`config.mk`:
```
export PLATFORM = sky130hd
export DESIGN_NAME = tgcl_sqrt
export DESIGN_NICKNAME = d
export VERILOG_FILES = /design/src/hdl/tgcl_sqrt.sv
export SDC_FILE = /design/constraint.sdc
export NUM_CORES = 1
export LEC_CHECK = 0
export BUFFER_PORTS_ARGS = -buffer_cell sky130_fd_sc_hd__buf_2
export CAP_MARGIN = 20
export CORE_MARGIN = 5
export CORE_UTILIZATION = 25
export DETAILED_ROUTE_END_ITERATION = 10
export PLACE_DENSITY_LB_ADDON = 0.1
export SYNTH_ARGS = -nofsm -noshare
export SYNTH_HDL_FRONTEND = slang
export SYNTH_SLANG_ARGS = --single-unit
export TNS_END_PERCENT = 10
```
`constraint.sdc`:
```
create_clock -name clk -period 13.6 [get_ports clk]
set_input_delay 2.72 -clock clk [delete_from_list [all_inputs] [get_ports clk]]
set_output_delay 2.72 -clock clk [all_outputs]
set_load 0.005 [all_outputs]
```
`src/hdl/tgcl_sqrt.sv`:
```
module tgcl_sqrt (
	input logic clk,
	input logic arst_n,
	input logic start,
	input logic [63:0] v_in,
	output logic done,
	output logic [31:0] root
);

	logic busy_q;
	logic [4:0] k_q;
	logic [63:0] v_q, res_q, bit_q;
	logic [63:0] trial;

	assign trial = res_q + bit_q;

	always_ff @(posedge clk or negedge arst_n) begin
		if (!arst_n) begin
			busy_q <= 1'b0;
			k_q <= '0;
			done <= 1'b0;
		end else begin
			done <= 1'b0;
			if (start) begin
				busy_q <= 1'b1;
				k_q <= '0;
			end else if (busy_q) begin
				if (k_q == 5'd31) begin
					busy_q <= 1'b0;
					done <= 1'b1;
				end
				k_q <= k_q + 1'b1;
			end
		end
	end

	always_ff @(posedge clk) begin
		if (start) begin
			v_q <= v_in;
			res_q <= '0;
			bit_q <= 64'd1 << 62;
		end else if (busy_q) begin
			if (v_q >= trial) begin
				v_q <= v_q - trial;
				res_q <= (res_q >> 1) + bit_q;
			end else begin
				res_q <= res_q >> 1;
			end
			bit_q <= bit_q >> 2;
		end
	end

	assign root = res_q[31:0];

endmodule

```
# After elaboration in Yosys (flattened, before gate mapping)

Index checks and enable logic that the tools add are counted.

Equal/unequal tests: 1
Muxes and demuxes: 12
Reduce and logical (&&, ||, !) cells: 3
$lt $le $gt $ge: 1
$add $sub $neg: 4

Operators with widths:

| operator                                                       | count |
|---|---|
| 64-bit 2-to-1 mux                                              | 4 |
| 63-bit by 63-bit adder with 64-bit output                      | 1 |
| 64-bit by 63-bit adder with 64-bit output                      | 1 |
| 64-bit greater-or-equal comparator                             | 1 |
| 64-bit subtractor                                              | 1 |
| 5-bit 2-to-1 mux                                               | 2 |
| 1-bit 2-to-1 mux                                               | 6 |
| 5-bit by 1-bit adder with 5-bit output (second input constant) | 1 |
| 5-bit equality test (second input constant)                    | 1 |
| 2-bit nonzero test                                             | 2 |
| 2-bit AND reduction                                            | 1 |

Register bits after elaboration: 167
Input bits: 67
Word-level logic and storage cells: 27
Output and inout port bits: 33

# Depth between registers and ports, before layout

Gate-level depths: netlist of run 1.

Word-level depth: 5
Gate-level depth with buffers: 25
Gate-level depth less buffers: 21

# Worst setup path after synthesis of run 1

Ideal clock, no wire load.

Path kind: reg-to-reg
From: register res_q[4]
To: register v_q[0] (enable)
Required time: 13026 ps
Stages on the path, launching flop included: 22
Arrival: 9065 ps
Library setup time: 574 ps
Period minus slack after synthesis: 9639 ps
Slack: 3961 ps
Path buffers: 4
Cell sequence: dfxtp_1 ha_1 a21oi_1 or4b_1 a2111oi_2 o21ai_0 a211o_1 a31oi_1 o211a_1 o21ai_1 xor2_1 ha_1 clkbuf_1 nand4_1 nand3b_1 nand3b_1 nand3_1 clkbuf_1 nor2_2 buf_2 buf_2 o21ai_0

Word-level cells in the longest chain between the ends: 4

RTL lines:

| what                                      | line | text |
|---|---|---|
| from (decl)                               | 12   | `logic [63:0] v_q, res_q, bit_q;` |
| from (signal assigned)                    | 45   | `res_q <= (res_q >> 1) + bit_q;` |
| from (signal assigned)                    | 47   | `res_q <= res_q >> 1;` |
| 64-bit by 63-bit adder with 64-bit output | 15   | `assign trial = res_q + bit_q;` |
| 64-bit greater-or-equal comparator        | 43   | `if (v_q >= trial) begin` |
| 2-bit nonzero test (no source line)       | n/a  |  |
| 2-bit AND reduction (no source line)      | n/a  |  |
| to (signal assigned)                      | 39   | `v_q <= v_in;` |
| to (signal assigned)                      | 44   | `v_q <= v_q - trial;` |
| to (decl)                                 | 12   |  |

No other way between the ends.
A chain may end at the register's enable or synchronous reset.

# Final worst setup path of run 1

From: register res_q[2]
To: register v_q[9] (enable)

The elaborated chain is that of the path after synthesis.

==> out/metrics.yaml, run 1 <==
syn_area_mm2: 0.0162
critical_path_class: "reg2reg"
slew_headroom: 0.359
grt-ovfl-total: 0
holdPathStages: 2
post_cts_buffers: 0
dieArea_mm2: 0.0699
cts_tree: "done"
synth.avg_cell_area_um2: 7.81
finalSetupViolations: 0
grt_max_degree: 148
final_cell_mix: "nand2_1, o21ai_0, nor2_1, ha_1, a21oi_1"
syn-num-nets: 2272
clock_path_buffers: 2
cts_resized: 0
grt_pass1_wl_um: 91700
cp_max_fo: 40
cp-end-kind: "register"
clock_tree.root_cell: "clkbuf_16"
yosysSeqAreaShare: 0.248
async_reset_ff_frac: 0.0419
maxCapViolations: 0
fin_crit_sh: 0.567
drcViolationCount: 0
htreeDepth: 4
syn-instance-count: 2072
placementRows: 93
cts_buffers: 17
powerDensity_mw_per_mm2: 204
clock-sinks: 167
die_x_um: 264
synthFlopType: "dfxtp_1"
period_minus_slack_ps: 7720
layout-drive-gt1-share: 0.0898
die_h_um: 264
worst_pin_slew_ps: 957
boundaryPins: 100
yosys_warnings: 0
clock_skew_ps: 11.4
synth-edff-count: 64
track_usage: 0.166
nets: 2246
ys_ff_latch: 167
r2r.worst_path.cells: 19
hold_viol_final: 0
synth.distinct_cells: 90
hold_path_class: "reg2reg"
wirelength_um: 59800
dp_hpwl_um: 45600
fin_setup_tns_ps: 0
ctsHoldBuffers: 0
rsz0062_at_grt: "false"
areaGrowthSynthToFinish_pct: 9.67
start_util: 0.252
io_buffers: 99
critPathArrivalTime_ps: 7850
ant_nets: 0
mostFrequentLayoutCell: "nand2_1"
grt_antenna_before_repair: 1
avgViaCountPerCell: 5.30
startpoint_type: "register"
worst_skew_pair.late_latency_ps: 500
grt_pass1_vias: 14900
critPathRequiredTime_ps: 13740
leakagePower_nw: 6.86
wl_per_cell_um: 20.5
ir_worst_vdd_mv: 0.0941
first_pass_iters: 5
cts.clk_slew.worst_paths_ps: 70
status: "finished clean"
max_freq_ghz: 0.130
fin_util: 0.276
report.final.slew_viol_count: 0
globalplace.congestion: 0.904
core_area_mm2: 0.0642
num_vias: 15500
drt-initial-drc-count: 1140
## metal layers
metal,track usage,share of wire,up-vias
met2,0.269,0.46,268
met5,0,0,-
met3,0.0275,0.034,46
met1,0.234,0.49,7479
li1,-,-,7664
met4,0.0354,0.014,0
## stage by stage
step / hold slack, ps / total power (W) / setup WS [ps] / cell area, um2 / cells
after floorplan: 478 / 0.00245 / 3960 / 16200 / 2072
after detailed placement: 498 / 0.00307 / 5940 / 17100 / 2882
after global routing: 555 / 0.00392 / 5390 / 17700 / 2914
after global placement: 494 / 0.00310 / 5850 / 17100 / 2882
after CTS: 509 / 0.00364 / 5870 / 17700 / 2914
final: 505 / 0.00361 / 5880 / 17700 / 2916
## cells by family after synthesis
kind of cell,Yosys count,share of synthesized area
and+or+nand+nor,666,0.192
adders and majority gates,133,0.103
buffers and inverters,209,0.0592
xor gates and xnor gates,141,0.0763
DFF,167,0.248
muxes,58,0.0364
AOI/OAI and AO/OA,698,0.284
## critical path: stages, from the launching register on
cell and delay, ps:
dfxtp_1 360, ha_1 360, a31oi_1 180, a2111oi_0 730, nor2_1 210, o31ai_1 550, nor2b_1 310, a31oi_1 140
xor2_1 200, ha_1 450, nand2_1 220, nor4_1 760, nand2_1 220, a21oi_2 310, o211ai_4 190, a221oi_4 260
buf_4 380, nor2_4 70, o21ai_4 750, buf_4 600
## Yosys cell counts, types with 54 or more instances
cell	number	area, um2
dfxtp_1	96	1920
a21oi_1	123	616
edfxtp_1	64	1920
nor2_1	177	664
ha_1	132	1650
a31oi_1	59	369
xor2_1	69	604
clkbuf_1	99	372
nand2_1	229	860
inv_1	54	203
o21ai_0	197	986
xnor2_1	72	631
## worst paths after layout
| path | from | end | slack (ps) |
|---|---|---|---|
| worst max-delay path | res_q[2] | v_q[9] | 5880 |
| worst min register to register | res_q[0] | res_q[0] | 510 |
| worst min-delay path | res_q[0] | res_q[0] | 510 |
| worst max register to register | res_q[2] | v_q[9] | 5880 |
| max in group asynchronous | arst_n | busy_q | 11370 |
| min in group asynchronous | arst_n | done | 2050 |
## state kept, by name, summed over array words and instances, names as in the netlist
register / cells
res_q: 64
v_q: 64
bit_q: 32
k_q: 5
busy_q: 1
done: 1
## final cells by class
| type | instances | area (um2) |
|---|---|---|
| fill | 7049 | 46500 |
| multi-input combinational | 1696 | 11200 |
| sequential | 167 | 4020 |
| tap | 855 | 1070 |
| timing repair buffer | 109 | 589 |
| clock buffer | 27 | 568 |
| inverter | 55 | 206 |
| clock inverter | 5 | 52.6 |
| antenna | 2 | 5.00 |
## where the power goes
group / internal, W / switching, W
combinational: 0.000807 / 0.00141
sequential: 0.000718 / 0.000140
clock: 0.000305 / 0.000236
total: 0.00183 / 0.00178
Note: power is estimated with default switching activity, not from simulation.
==> run 2, diff against run 1 <==
==> constraint.sdc (replaced) <==
create_clock -name clk -period 7.4 [get_ports clk]
set_input_delay 1.48 -clock clk [delete_from_list [all_inputs] [get_ports clk]]
set_output_delay 1.48 -clock clk [all_outputs]
set_load 0.005 [all_outputs]
==> out/metrics.yaml, run 2 (synthesized netlist as in run 1, its figures left out) <==
status: "finished clean"
boundaryPins: 100
critPathArrivalTime_ps: 6960
hold_path_class: "reg2reg"
cts_tree: "done"
clock-sinks: 167
final_cell_mix: "nand2_1, o21ai_0, nor2_1, ha_1, a21oi_1"
dieArea_mm2: 0.0699
slew_headroom: 0.371
die_h_um: 264
die_x_um: 264
clock_tree.root_cell: "clkbuf_16"
ir_worst_vdd_mv: 0.198
drcViolationCount: 0
cts_buffers: 17
avgViaCountPerCell: 5.33
critPathRequiredTime_ps: 7600
worst_pin_slew_ps: 944
cp-end-kind: "register"
multi_input_area_mm2: 0.0112
globalplace.congestion: 0.874
startpoint_type: "register"
fin_crit_sh: 0.914
grt-ovfl-total: 0
hold_viol_final: 0
r2r.worst_path.cells: 18
io_buffers: 99
htreeDepth: 4
drt-initial-drc-count: 1201
largestRegisters: "res_q: 64 flops, v_q: 64 flops, bit_q: 32 flops"
mostFrequentLayoutCell: "nand2_1"
maxCapViolations: 0
finalSetupViolations: 0
wirelength_um: 60800
cp_max_fo: 13
worst_skew_pair.late_latency_ps: 510
fillCellCount: 6999
critical_path_class: "reg2reg"
clock_path_buffers: 2
start_util: 0.252
report.final.slew_viol_count: 0
layout-drive-gt1-share: 0.101
clock_skew_ps: 18.0
dpl_cell_area_mm2: 0.0173
worst_slack_ps: 640
cts.clk_slew.worst_paths_ps: 80
track_usage: 0.169
fin_area_mm2: 0.0179
rsz0062_at_grt: "false"
final-seq-area_mm2: 0.00402
areaGrowthSynthToFinish_pct: 10.5
placementRows: 93
nets: 2269
crit_path_start: "res_q[2]"
dp_hpwl_um: 46400
leakagePower_nw: 6.95
ctsHoldBuffers: 0
core_area_mm2: 0.0642
fin_setup_tns_ps: 0
period_minus_slack_ps: 6760
rrSetupSlack_ps: 640
grt_pass1_vias: 15200
holdPathStages: 2
worstSetupEndpoint: "v_q[58]"
regToRegStartpoint: "res_q[2]"
dp_worst_setup_slack_ps: 478
r2r-end: "v_q[58]"
powerDensity_mw_per_mm2: 374
grt_max_degree: 108
num_vias: 15600
grt_pass1_wl_um: 93200
grt_antenna_before_repair: 0
first_pass_iters: 5
wl_per_cell_um: 20.7
ant_nets: 0
hold_slack_ps: 510
num_antenna_cells: 0
max_freq_ghz: 0.148
run 2: power by group:
group          internal [W]  leakage [nW]  switching [W]
clock network      0.000498         0.274       0.000468
logic               0.00152          5.14        0.00266
registers           0.00132          1.54       0.000220
run 2: how the worst min path moves through the flow:
| stage | endpoint | start | slack (ps) |
|---|---|---|---|
| 4_1_cts | res_q[0] | res_q[0] | 510 |
| 6_report | res_q[0] | res_q[0] | 510 |
| 2_1_floorplan | res_q[0] | res_q[0] | 480 |
| 3_5_place_dp | res_q[0] | res_q[0] | 500 |
| 5_1_grt | bit_q[8] | bit_q[8] | 580 |
| 3_3_place_gp | res_q[0] | res_q[0] | 490 |
run 2: timing repair:
item | 4_1_cts | 5_1_grt
endpoints found under the setup margin | 0 | 23
buffers inserted | 0 | 0
gates resized for setup | 0 | 1
run 2: metal layers:
layer / GRT usage / wire (um) / share of wire
met1: 0.236 / 29400 / 0.48
met2: 0.274 / 28300 / 0.46
met3: 0.0274 / 2270 / 0.037
met4: 0.0392 / 890 / 0.015
met5: 0 / 0 / 0
run 2: stage by stage:
step           power [W]  utilization  instances
2_1_floorplan    0.00449            -       2072
3_3_place_gp     0.00570        0.269       2904
3_5_place_dp     0.00568        0.269       2904
4_1_cts          0.00669        0.278       2936
5_1_grt          0.00722        0.278       2937
6_report         0.00668        0.278       2937
run 2: final cells by class:
class                      instances  share of cell area
tap                              855              0.0599
clock inverter                    14             0.00847
multi-input combinational       1697               0.629
sequential                       167               0.225
timing repair buffer             131              0.0422
clock buffer                      18              0.0240
inverter                          55              0.0116
run 2: worst max-delay path, cell delays in order, from the launching register on:
cell and delay [ps]:
dfxtp_1 450, ha_1 320, a31oi_1 400, a2111oi_1 220
o21ai_0 610, nand3_1 230, a41oi_1 590, nor3_1 210
o41ai_1 520, o21ai_0 180, xnor2_1 170, ha_1 450
nand4_1 230, nand3b_1 280, nand3b_1 250, a221oi_4 420
nor2_4 200, o21ai_4 390, buf_4 300
==> run 3, diff against run 2 <==
--- a/config.mk
+++ b/config.mk
@@ -8,7 +8,7 @@
 export BUFFER_PORTS_ARGS = -buffer_cell sky130_fd_sc_hd__buf_2
 export CAP_MARGIN = 20
 export CORE_MARGIN = 5
-export CORE_UTILIZATION = 25
+export CORE_UTILIZATION = 53
 export DETAILED_ROUTE_END_ITERATION = 10
 export PLACE_DENSITY_LB_ADDON = 0.1
 export SYNTH_ARGS = -nofsm -noshare
==> out/metrics.yaml, run 3 (synthesized netlist as in run 1, its figures left out) <==
num_vias: 15900
status: "finished clean"
p_switching_w: 0.00310
areaGrowthSynthToFinish_pct: 5.98
clock_skew_ps: 14.2
critical_path_class: "reg2reg"
cts_buffers: 17
cts_resized: 0
ant_nets: 0
r2r-end: "v_q[57]"
power.share.clock: 0.142
cp_max_fo: 6
report.final.slew_viol_count: 0
wirelength_um: 49500
worst_slack_ps: 898
worst_pin_slew_ps: 880
cp-end-kind: "register"
post_cts_buffers: 0
fin_setup_tns_ps: 0
worst_skew_pair.late_latency_ps: 460
dp_hpwl_um: 37000
final_cell_mix: "nand2_1, o21ai_0, nor2_1, ha_1, a21oi_1"
clock_path_buffers: 2
start_util: 0.533
clock_tree.root_cell: "clkbuf_16"
cts_tree: "done"
dp_worst_setup_slack_ps: 1150
ctsHoldBuffers: 0
leakagePower_nw: 6.87
globalplace.congestion: 1.00
cts.clk_slew.worst_paths_ps: 70
largestRegisters: "res_q: 64 flops, v_q: 64 flops, bit_q: 32 flops"
boundaryPins: 100
grt_max_degree: 100
startpoint_type: "register"
switching_share: 0.484
internal_power_w: 0.00330
drcViolationCount: 0
grt_pass1_wl_um: 78800
fin_crit_sh: 0.879
finalSetupViolations: 0
core_area_mm2: 0.0303
wl_per_cell_um: 20.1
io_buffers: 99
regToRegStartpoint: "res_q[2]"
combPwrFrac: 0.615
placementRows: 64
rsz0062_at_grt: "false"
critPathRequiredTime_ps: 7580
num_antenna_cells: 0
grt_antenna_before_repair: 0
mostFrequentLayoutCell: "nand2_1"
rrSetupSlack_ps: 900
hold_viol_final: 0
die_x_um: 185
layout-drive-gt1-share: 0.0926
holdPathStages: 2
hold_start: "res_q[0]"
track_usage: 0.286
die_h_um: 185
ir_worst_vdd_mv: 0.212
drt-initial-drc-count: 1465
powerDensity_mw_per_mm2: 373
avgViaCountPerCell: 6.46
nets: 2250
slew_headroom: 0.413
critPathArrivalTime_ps: 6690
maxCapViolations: 0
period_minus_slack_ps: 6500
grt_pass1_vias: 14900
hold_path_class: "reg2reg"
first_pass_iters: 6
seqPwrFrac: 0.243
hold_slack_ps: 507
max_freq_ghz: 0.154
clock-sinks: 167
whs_endpoint: "res_q[0]"
dieArea_mm2: 0.0341
grt-ovfl-total: 0
htreeDepth: 4
r2r.worst_path.cells: 18
## run 3: cell type report
class	instances	area, um2
sequential	167	4020
fill	2949	13200
inverter	55	206
clock inverter	12	111
tap	396	495
multi-input combinational	1696	11200
clock buffer	20	458
timing repair buffer	113	639
## run 3: how the worst max path moves through the flow
stage	start	to	slack [ps]	depth (start not counted)
final	res_q[2]	v_q[57]	900	18
after global routing	res_q[2]	v_q[57]	400	18
after CTS	res_q[2]	v_q[57]	1080	18
after detailed placement	res_q[8]	v_q[57]	1150	18
after global placement	res_q[2]	v_q[57]	1150	18
after floorplan	res_q[4]	v_q[0]	730	21
## run 3: power by group through the flow
stage	Clock (W)	Sequential, W	Combinational, W
floorplan	0	0.00145	0.00304
global route	0.000958	0.00158	0.00435
finish	0.000911	0.00155	0.00394
CTS	0.000922	0.00155	0.00388
global placement	0	0.00156	0.00383
detailed placement	0	0.00157	0.00385
## run 3: metal layers
| metal | up-vias | global-route usage | part of all wire |
|---|---|---|---|
| li1 | 7652 | - | - |
| met1 | 7532 | 0.413 | 0.47 |
| met2 | 614 | 0.448 | 0.44 |
| met3 | 87 | 0.0369 | 0.063 |
| met4 | 0 | 0.0898 | 0.027 |
| met5 | - | 0 | 0 |
## run 3: per-stage QoR
step                instance area (um2)  std cells  total power [W]   util
floorplan                         16200       2072          0.00449      -
detailed placement                16500       2426          0.00542  0.545
finish                            17100       2459          0.00640  0.565
CTS                               17100       2458          0.00635  0.564
global route                      17100       2459          0.00689  0.565
global placement                  16500       2426          0.00539  0.545
## run 3: critical path, stage by stage (launching register included)
cell,delay [ps]
dfxtp_1,360
ha_1,370
a31oi_1,180
a2111oi_0,820
nor2_1,180
o31ai_1,510
nor2b_1,280
a31oi_1,130
xor2_1,230
ha_1,270
a21oi_1,270
o22ai_1,120
o41ai_1,680
nand4_1,530
a211oi_1,450
o31ai_1,230
a41oi_1,370
xor2_1,170
o21ai_0,80
